File: config.mk
export PLATFORM = sky130hd
export DESIGN_NAME = midi_note_to_led_tracker_top
export DESIGN_NICKNAME = d
export VERILOG_FILES = /design/src/sv/mntl_pkg.sv /design/src/sv/mntl_note_lut.sv /design/src/sv/mntl_parser.sv /design/src/sv/midi_note_to_led_tracker_top.sv
export SDC_FILE = /design/constraint.sdc
export NUM_CORES = 1
export LEC_CHECK = 0
export ABC_CLOCK_PERIOD_IN_PS = 6940
export BUFFER_PORTS_ARGS = -buffer_cell sky130_fd_sc_hd__buf_4
export CORE_ASPECT_RATIO = 1.1
export CORE_UTILIZATION = 50
export CTS_CLUSTER_SIZE = 8
export DETAILED_ROUTE_END_ITERATION = 8
export GPL_ROUTABILITY_DRIVEN = 0
export HOLD_SLACK_MARGIN = 0.15
export PLACE_DENSITY = 0.77
export SYNTH_ARGS = -nofsm -noshare
export SYNTH_HDL_FRONTEND = slang
export SYNTH_SLANG_ARGS = --single-unit
File: constraint.sdc
create_clock -name clk_i -period 6.94 [get_ports clk_i]
set_clock_uncertainty 0.05 [all_clocks]
set_input_delay 0 -clock clk_i [delete_from_list [all_inputs] [get_ports clk_i]]
set_output_delay 0 -clock clk_i [all_outputs]
set_load 0.05 [all_outputs]
File: src/sv/mntl_pkg.sv
// mntl_pkg: shared types and constants for the midi note to led tracker
// holds the parse phase enum, the note table and the result struct
// no dependencies
`timescale 1ns / 1ps
`default_nettype none

package mntl_pkg;

  localparam int unsigned NumLeds  = 20;
  localparam int unsigned LedW     = 5;
  localparam int unsigned NoteW    = 7;
  localparam int unsigned ByteW    = 8;
  localparam int unsigned OutDataW = 24;

  // upper nibble codes of the status bytes we care about
  localparam logic [3:0] StatusNoteOn  = 4'h9;
  localparam logic [3:0] StatusNoteOff = 4'h8;

  typedef enum logic [1:0] {
    PH_WAIT_STATUS = 2'd0,
    PH_WAIT_NOTE   = 2'd1,
    PH_WAIT_VEL    = 2'd2
  } phase_e;

  typedef logic [NoteW-1:0] note_t;
  typedef logic [LedW-1:0]  led_t;

  // index 0 is the highest note
  localparam note_t NoteTable [NumLeds] = '{
    7'd74, 7'd73, 7'd72, 7'd71, 7'd69, 7'd67, 7'd66, 7'd65, 7'd64, 7'd62,
    7'd60, 7'd59, 7'd58, 7'd57, 7'd55, 7'd53, 7'd52, 7'd51, 7'd50, 7'd48
  };

  typedef struct packed {
    logic  is_note_on;
    note_t velocity;
    note_t note_number;
    led_t  led_index;
    logic  led_valid;
  } result_t;

endpackage

`default_nettype wire

File: src/sv/mntl_note_lut.sv
// mntl_note_lut: maps a note number to its led index
// twenty parallel compares against the table in mntl_pkg
`timescale 1ns / 1ps
`default_nettype none

module mntl_note_lut (
  input  mntl_pkg::note_t note_i,
  output logic            hit_o,
  output mntl_pkg::led_t  led_o
);
  import mntl_pkg::*;

  always_comb begin
    hit_o = 1'b0;
    led_o = '0;
    for (int i = 0; i < NumLeds; i++) begin
      if (NoteTable[i] == note_i) begin
        hit_o = 1'b1;
        led_o = LedW'(i);
      end
    end
  end

endmodule

`default_nettype wire

File: src/sv/mntl_parser.sv
// mntl_parser: running status note on/off parser and active led state
// uses mntl_pkg and mntl_note_lut; one byte handled per enabled cycle
`timescale 1ns / 1ps
`default_nettype none

module mntl_parser (
  input  logic                     clk_i,
  input  logic                     rst_ni,
  input  logic                     step_i,
  input  logic [7:0]               rx_byte_i,
  output logic                     res_valid_o,
  output mntl_pkg::result_t        res_o
);
  import mntl_pkg::*;

  phase_e phase_q, phase_d;
  logic   status_on_q, status_on_d;
  note_t  held_note_q, held_note_d;
  logic   active_valid_q, active_valid_d;
  led_t   active_led_q, active_led_d;

  logic   hit;
  led_t   hit_led;
  note_t  vel;
  logic   on;

  mntl_note_lut u_lut (
    .note_i (held_note_q),
    .hit_o  (hit),
    .led_o  (hit_led)
  );

  assign vel = rx_byte_i[NoteW-1:0];
  assign on  = status_on_q && (vel != '0);

  always_comb begin
    phase_d        = phase_q;
    status_on_d    = status_on_q;
    held_note_d    = held_note_q;
    active_valid_d = active_valid_q;
    active_led_d   = active_led_q;
    res_valid_o    = 1'b0;
    if (step_i) begin
      if (rx_byte_i[7]) begin
        if (rx_byte_i[7:4] == StatusNoteOn || rx_byte_i[7:4] == StatusNoteOff) begin
          status_on_d = (rx_byte_i[7:4] == StatusNoteOn);
          phase_d     = PH_WAIT_NOTE;
        end else begin
          phase_d = PH_WAIT_STATUS;
        end
      end else begin
        case (phase_q)
          PH_WAIT_NOTE: begin
            held_note_d = rx_byte_i[NoteW-1:0];
            phase_d     = PH_WAIT_VEL;
          end
          PH_WAIT_VEL: begin
            phase_d     = PH_WAIT_NOTE;
            res_valid_o = 1'b1;
            if (on) begin
              active_valid_d = hit;
              active_led_d   = hit ? hit_led : '0;
            end else if (hit && active_valid_q && active_led_q == hit_led) begin
              active_valid_d = 1'b0;
              active_led_d   = '0;
            end
          end
          default: ;
        endcase
      end
    end
  end

  always_comb begin
    res_o.led_valid   = active_valid_d;
    res_o.led_index   = active_valid_d ? active_led_d : '0;
    res_o.note_number = held_note_q;
    res_o.velocity    = vel;
    res_o.is_note_on  = on;
  end

  always_ff @(posedge clk_i or negedge rst_ni) begin
    if (!rst_ni) begin
      phase_q        <= PH_WAIT_STATUS;
      status_on_q    <= 1'b0;
      held_note_q    <= '0;
      active_valid_q <= 1'b0;
      active_led_q   <= '0;
    end else begin
      phase_q        <= phase_d;
      status_on_q    <= status_on_d;
      held_note_q    <= held_note_d;
      active_valid_q <= active_valid_d;
      active_led_q   <= active_led_d;
    end
  end

endmodule

`default_nettype wire

File: src/sv/midi_note_to_led_tracker_top.sv
// midi_note_to_led_tracker_top: midi note on/off parser driving one active led index
// path: the velocity byte is held in the input register, and its result is then registered in the result register
// throughput: one byte per cycle; the input register moves whenever the
// result register is empty or being taken
// reset: asynchronous active low, parser waits for status, no led active
`timescale 1ns / 1ps
`default_nettype none

module midi_note_to_led_tracker_top (
  input  logic        clk_i,
  input  logic        rst_ni,
  input  logic        s_axis_tvalid,
  output logic        s_axis_tready,
  input  logic [7:0]  s_axis_tdata,   // [7:0] rx_byte
  output logic        m_axis_tvalid,
  input  logic        m_axis_tready,
  // [0] led_valid, [5:1] led_index, [12:6] note_number, [19:13] velocity,
  // [20] is_note_on, [23:21] zero
  output logic [23:0] m_axis_tdata
);
  import mntl_pkg::*;

  logic              in_valid_q;
  logic [ByteW-1:0]  in_byte_q;
  logic              out_valid_q, out_valid_d;
  result_t           out_q;
  logic              advance;
  logic              res_valid;
  result_t           res;

  // input stage moves on when the result register can take a new item
  assign advance       = !out_valid_q || m_axis_tready;
  assign s_axis_tready = !in_valid_q || advance;

  mntl_parser u_parser (
    .clk_i       (clk_i),
    .rst_ni      (rst_ni),
    .step_i      (in_valid_q && advance),
    .rx_byte_i   (in_byte_q),
    .res_valid_o (res_valid),
    .res_o       (res)
  );

  always_comb begin
    out_valid_d = out_valid_q;
    if (advance) begin
      out_valid_d = res_valid;
    end
  end

  always_ff @(posedge clk_i or negedge rst_ni) begin
    if (!rst_ni) begin
      in_valid_q  <= 1'b0;
      out_valid_q <= 1'b0;
    end else begin
      if (s_axis_tready) begin
        in_valid_q <= s_axis_tvalid;
      end
      out_valid_q <= out_valid_d;
    end
  end

  always_ff @(posedge clk_i) begin
    if (s_axis_tready && s_axis_tvalid) begin
      in_byte_q <= s_axis_tdata;
    end
    if (advance && res_valid) begin
      out_q <= res;
    end
  end

  assign m_axis_tvalid = out_valid_q;
  assign m_axis_tdata  = {(OutDataW - $bits(result_t))'(0), out_q};

  // the input side only stalls behind a full result register
  a_stall_only_when_full: assert property (@(posedge clk_i) disable iff (!rst_ni)
    !s_axis_tready |-> (m_axis_tvalid && !m_axis_tready))
    else $error("input stalled without a pending result");

  a_index_zero_when_idle: assert property (@(posedge clk_i) disable iff (!rst_ni)
    (m_axis_tvalid && !out_q.led_valid) |-> (out_q.led_index == '0))
    else $error("led index nonzero with no active led");

  a_index_in_range: assert property (@(posedge clk_i) disable iff (!rst_ni)
    m_axis_tvalid |-> (out_q.led_index < LedW'(NumLeds)))
    else $error("led index out of range");

  a_note_on_has_velocity: assert property (@(posedge clk_i) disable iff (!rst_ni)
    (m_axis_tvalid && out_q.is_note_on) |-> (out_q.velocity != '0))
    else $error("note on reported with zero velocity");

endmodule

`default_nettype wire

* After elaboration in Yosys (flattened, before gate mapping) *
Cells that the tools add are included.

word-level totals
  register bits = 47
  latch bits = 0
  RAM bits = 0
  ROM bits = 0
  output and inout port bits = 26
  word-level logic and storage cells = 111
  memories = 0

operators by class
  add/sub/neg operators = 0
  multiply operators = 0
  div/mod/pow operators = 0
  order comparisons = 0
  eq/ne operators = 25
  shift operators = 0
  multiplexer cells = 56
  bitwise operators = 1
  reductions and logical operators = 16

operator list
  cell                                                                   number
  5-bit two-way mux                                                      24
  6-bit by 7-bit equality test with 1-bit output, first input constant   11
  7-bit equality test, first input constant                              9
  1-bit two-way mux                                                      30
  4-bit equality test, second input constant                             2
  7-bit nonzero test                                                     1
  1-bit logical AND                                                      6
  3-bit AND reduction                                                    2
  5-bit equality test                                                    1
  2-bit case mux with 2 select lines                                     1
  1-bit logical OR                                                       3
  3-bit nonzero test                                                     1
  2-bit by 1-bit equality test with 1-bit output, second input constant  1
  2-bit equality test, second input constant                             1
  1-bit logical NOT                                                      2
  2-bit two-way mux                                                      1
  2-bit AND reduction                                                    1
  1-bit NOT                                                              1

* Longest topological paths before layout *
  depth after elaboration = 28
  mapped depth = 9

* Hierarchy *
Synthesis repeated with hierarchy kept, for this count alone.

second synthesis, totals
  cells, all modules = 170
  area total of the unflattened synthesis = 2,273.4 um2

modules (own cells, without submodules)
  module                        instances  cells an instance  area each (um2)  sequential area each (um2)
  midi_note_to_led_tracker_top  1          42                 1,007.2          920.9
  mntl_parser                   1          72                 893.4            400.4
  mntl_note_lut                 1          56                 372.9            0.0

* Worst setup path after synthesis *
Ideal clock, no wire load.

  kind = reg2reg
  from = register out_valid_q, in the netlist m_axis_tvalid
  to = register out_q (netlist bit m_axis_tdata[0]), data pin
  setup time = 272 ps
  arrival time = 2,542 ps
  required time = 6,618 ps
  path slack = 4,076 ps
  cell stages (with the launch flop) = 9
  path buffers = 1
  clock period less this slack = 2,864 ps
  path through = dfrtp_1 nand2b_1 nand2_1 or4b_2 buf_2 inv_1 nand2_1 nand2_1 o21ai_1

RTL lines
  what                      line                                source
  start: declaration        midi_note_to_led_tracker_top.sv:25  logic out_valid_q, out_valid_d;
  start signal: assignment  midi_note_to_led_tracker_top.sv:59  out_valid_q <= out_valid_d;
  end signal: assignment    midi_note_to_led_tracker_top.sv:68  out_q <= res;
  end: declaration          midi_note_to_led_tracker_top.sv:26  result_t out_q;

* Worst setup path after layout *
  from = register out_valid_q, in the netlist m_axis_tvalid
  to = register out_q (netlist bit m_axis_tdata[3]), data pin

between the ends
  longest elaborated chain between the ends = 4
  elaborated cells on any way between the ends = 5

ends and longest elaborated chain
  what                                                    line                                source
  1-bit logical NOT *                                     midi_note_to_led_tracker_top.sv:32  assign advance = !out_valid_q || m_axis_tready;
  1-bit logical OR *                                      midi_note_to_led_tracker_top.sv:32
  1-bit logical AND *                                     midi_note_to_led_tracker_top.sv:38  .step_i (in_valid_q && advance),
  5-bit two-way mux or 1-bit two-way mux (tied branches)  mntl_parser.sv:43                   if (step_i) begin

Every way passes the cells marked *; elsewhere a longest branch is shown, timed or not.
A chain may end at the register's enable or synchronous reset.

==> impl_metrics.csv <==
group,metric,value,unit
outcome,status,"completed",
critical_path,crit_required,7.03,ns
timing,max_freq,0.325,GHz
timing,period_minus_slack,3.07,ns
placement,pre_cts_ws,3.90,ns
global_route,grt_pass1_vias,1493,
floorplan,die_w,66.5,um
synthesis,yosys-top-cells-area,"edfxtp_1, dfrtp_1, nand2_1",
synthesis,synth_area,2290,um^2
hold_path,hp-class,"in -> reg",
drt,m1WireLength,1.82,mm
global_route,antenna_found_initial,0,
pwr,finalPower,736,uW
global_route,grt_pass1_wl,7.04,mm
global_route,overflow,0,
critical_path,cp_slowest_cell,"or4b_2",
timing,final.setup.tns,0,ns
synthesis,ys.flop_type,"edfxtp_1",
drt,via_per_inst,5.68,
layout,diodes,0,
synthesis,syn_area_per_cell,11.5,um^2
critical_path,path_buf_inv,1,
synthesis,synth_edf_count,29,
global_route,grtUsageTotal,0.199,
clock_tree,cts_max_level,2,
drt,route.top_layer_used,"met4",
placement,portBuffers,34,
drt,wl,4.34,mm
critical_path,worstSetupPathType,"reg -> reg",
drt,antenna_left,0,
synthesis,yosys_warnings,0,
timing,worst_pin_slew,0.858,ns
critical_path,cp_cell_sequence,"nand2b_1 > nand2_1 > or4b_2 > inv_1 > nand2_1 > nor2_1 > a31oi_1 > o21ai_0",
synthesis,yosys.area.top_type,"edfxtp_1",
timing,postLayoutSetupSlackWorst,3.87,ns
clock_tree,clock-sinks,47,
critical_path,path_common_cell,"nand2_1",
clock_tree,cts_max_path_buffers,2,
synthesis,synthCells,199,
synthesis,synth_top_area_frac,0.380,
pwr,leakagePower,0.00106,uW
critical_path,endpoint_kind,"register",
synthesis,ys_types,48,
drt,post-route-drc-count,0,
synthesis,seq_area_frac_synth,0.577,
timing,relSlewSlack,0.428,
layout,fillers,333,
timing,hold_viol,0,
layout,syn_to_final_growth,20.5,%
floorplan,die_h,73.0,um
timing,setup_viol,0,
clock_tree,clk_pin_slew,0.08,ns
global_route,grt_start_max_net_pins,23,
timing,final-max-slew-violation-count,0,
critical_path,slowest_delay,0.81,ns
drt,met3WireLength,196,um
floorplan,die-area,4860,um^2
floorplan,core_area,4350,um^2
critical_path,critPathTopFamily,"simple AND/OR/NAND/NOR gates",
drt,drtPass1Iterations,4,
floorplan,num_rows,25,
clock_tree,clockRootBuffer,"clkbuf_8",
synthesis,async_reset_ff_frac,0.383,
floorplan,initial_utilization,0.527,
drt,wl_met2,2.22,mm
critical_path,worstPathArrival,3.16,ns
layout,stdcell_count,296,
drt,avgRoutedWirePerCell,14.7,um
synthesis,ys_ff_latch,47,
drt,drt_iter0_drc,96,
placement,hpwlAfterDp,2.95,mm
layout,layout.nets,253,
critical_path,path_max_fanout,22,
floorplan,ios,38,
timing,rsz0062_at_grt,"false",
clock_tree,cts_tree,"done",
run,maxCapViolCount,0,
pwr,ir_worst_vdd,0.212,mV
critical_path,worstSetupStartpointType,"register",
timing,fin_hold_ws,0.366,ns
placement,dpl.cell_count,275,
timing,fin_crit_sh,0.443,
pwr,powerDensity,267,nW/um^2
layout,drive_gt1_frac,0.240,
drt,dr_total_vias,1680,
clock_tree,cts_buffers,5,
clock_tree,clk_latency,0.29,ns
## power breakdown
part | switching, uW | total [uW] | leakage, uW | internal [uW]
Clock | 86.0 | 156 | 0.0000412 | 70.4
Combinational | 101 | 183 | 0.000511 | 82.5
Sequential | 69.5 | 397 | 0.000505 | 327
Total | 256 | 736 | 0.00106 | 480
## logic make-up (layout without fill, tap and decap cells)
| kind of cell | Yosys count | count (layout) | synth area share |
|---|---|---|---|
| other | 1 | 3 | 0.00164 |
| buffers and inverters | 20 | 61 | 0.0426 |
| AO/OA/AOI/OAI | 47 | 47 | 0.147 |
| XOR/XNOR | 4 | 4 | 0.0153 |
| flip-flops | 47 | 47 | 0.577 |
| multiplexers | 8 | 8 | 0.0382 |
| AND/OR/NAND/NOR | 72 | 72 | 0.179 |
## synthesized netlist by cell type (3+ instances only)
library cell  number
a21oi_1            7
edfxtp_1          29
buf_2              9
nor2_1            11
nand2b_1           5
nand3_1            9
inv_1              6
o22ai_1            3
o21ai_0           11
o21ai_1            5
a32oi_1            3
nor2b_1            3
dfrtp_1           18
mux2_2             6
o211ai_1           5
nand3b_1           3
nand2_1           22
buf_4              3
## final cells by class
type	instances	area [um^2]	share of cell area
clock buffer	6	72.6	0.0263
clock inverter	2	12.5	0.00453
inverter	6	22.5	0.00816
multi-input combinational	134	880	0.319
sequential	47	1320	0.478
tap	54	67.6	0.0245
timing repair buffer	47	385	0.140
## metrics by stage
stage | utilization | area [um^2]
2_1_floorplan | - | 2300
3_3_place_gp | 0.586 | 2550
3_5_place_dp | 0.586 | 2550
4_1_cts | 0.635 | 2760
5_1_grt | 0.635 | 2760
6_report | 0.635 | 2760
## what timing repair did
| item | in CTS | in global routing |
|---|---|---|
| buffers inserted | 0 | 0 |
| gates resized for setup | 0 | 0 |
| hold endpoints to repair | 28 | 0 |
| hold buffers | 13 | 0 |
## cells in the final DEF, fill, tap and decap left out, types with 2 or more instances in the layout
master,synthesis,routed
buf_4,3,34
edfxtp_1,29,29
nand2_1,22,22
dfrtp_1,18,18
dlygate4sd3_1,0,13
nor2_1,11,11
o21ai_0,11,11
nand3_1,9,9
a21oi_1,7,7
inv_1,6,6
mux2_2,6,6
nand2b_1,5,5
o211ai_1,5,5
o21ai_1,5,5
clkbuf_8,0,5
nand3b_1,3,3
o22ai_1,3,3
a32oi_1,3,3
nor2b_1,3,3
conb_1,1,3
nor3_1,2,2
and3b_1,2,2
xor2_1,2,2
xnor2_1,2,2
nand4_2,2,2
mux2i_1,2,2
or3_1,2,2
nor3_2,2,2
o31ai_1,2,2
a31oi_1,2,2
## path summary, 6_finish.rpt
| path | from | end | slack [ns] | depth (start not counted) |
|---|---|---|---|---|
| max | m_axis_tvalid$_DFFE_PN0P_ | m_axis_tdata[3]$_SDFFCE_PN0P_ | 3.87 | 8 |
| min | s_axis_tdata[2] | in_byte_q[2]$_DFFE_PP_ | 0.37 | 2 |
| max reg2reg | m_axis_tvalid$_DFFE_PN0P_ | m_axis_tdata[3]$_SDFFCE_PN0P_ | 3.87 | 8 |
| min reg2reg | in_byte_q[2]$_DFFE_PP_ | m_axis_tdata[15]$_DFFE_PP_ | 0.43 | 0 |
| max in group asynchronous | rst_ni | u_parser.held_note_q[5]$_DFFE_PN0P_ | 5.49 | 3 |
| min in group asynchronous | rst_ni | m_axis_tvalid$_DFFE_PN0P_ | 0.83 | 3 |
## routing by layer
layer  global-route usage  up-vias
met3               0.0344        9
met4                0.102        0
met1                0.254      803
li1                     -      810
met2                0.323       58
met5                    0        -
## registers in the layout, indices dropped and copies added (netlist names)
name,cells
m_axis_tvalid,1
u_parser.active_led_q,5
in_byte_q,8
u_parser.active_valid_q,1
m_axis_tdata,21
u_parser.held_note_q,7
u_parser.status_on_q,1
in_valid_q,1
u_parser.phase_q,2
## worst reg2reg max path, delay by kind of cell, from the launching register on
family / cells / cell delay, ns
and+or+nand+nor: 5 / 1.62
AOI/OAI and AO/OA: 2 / 0.15
buffers and inverters: 1 / 0.70
DFF: 1 / 0.40
No activity file was read; power rests on OpenSTA's default activity.
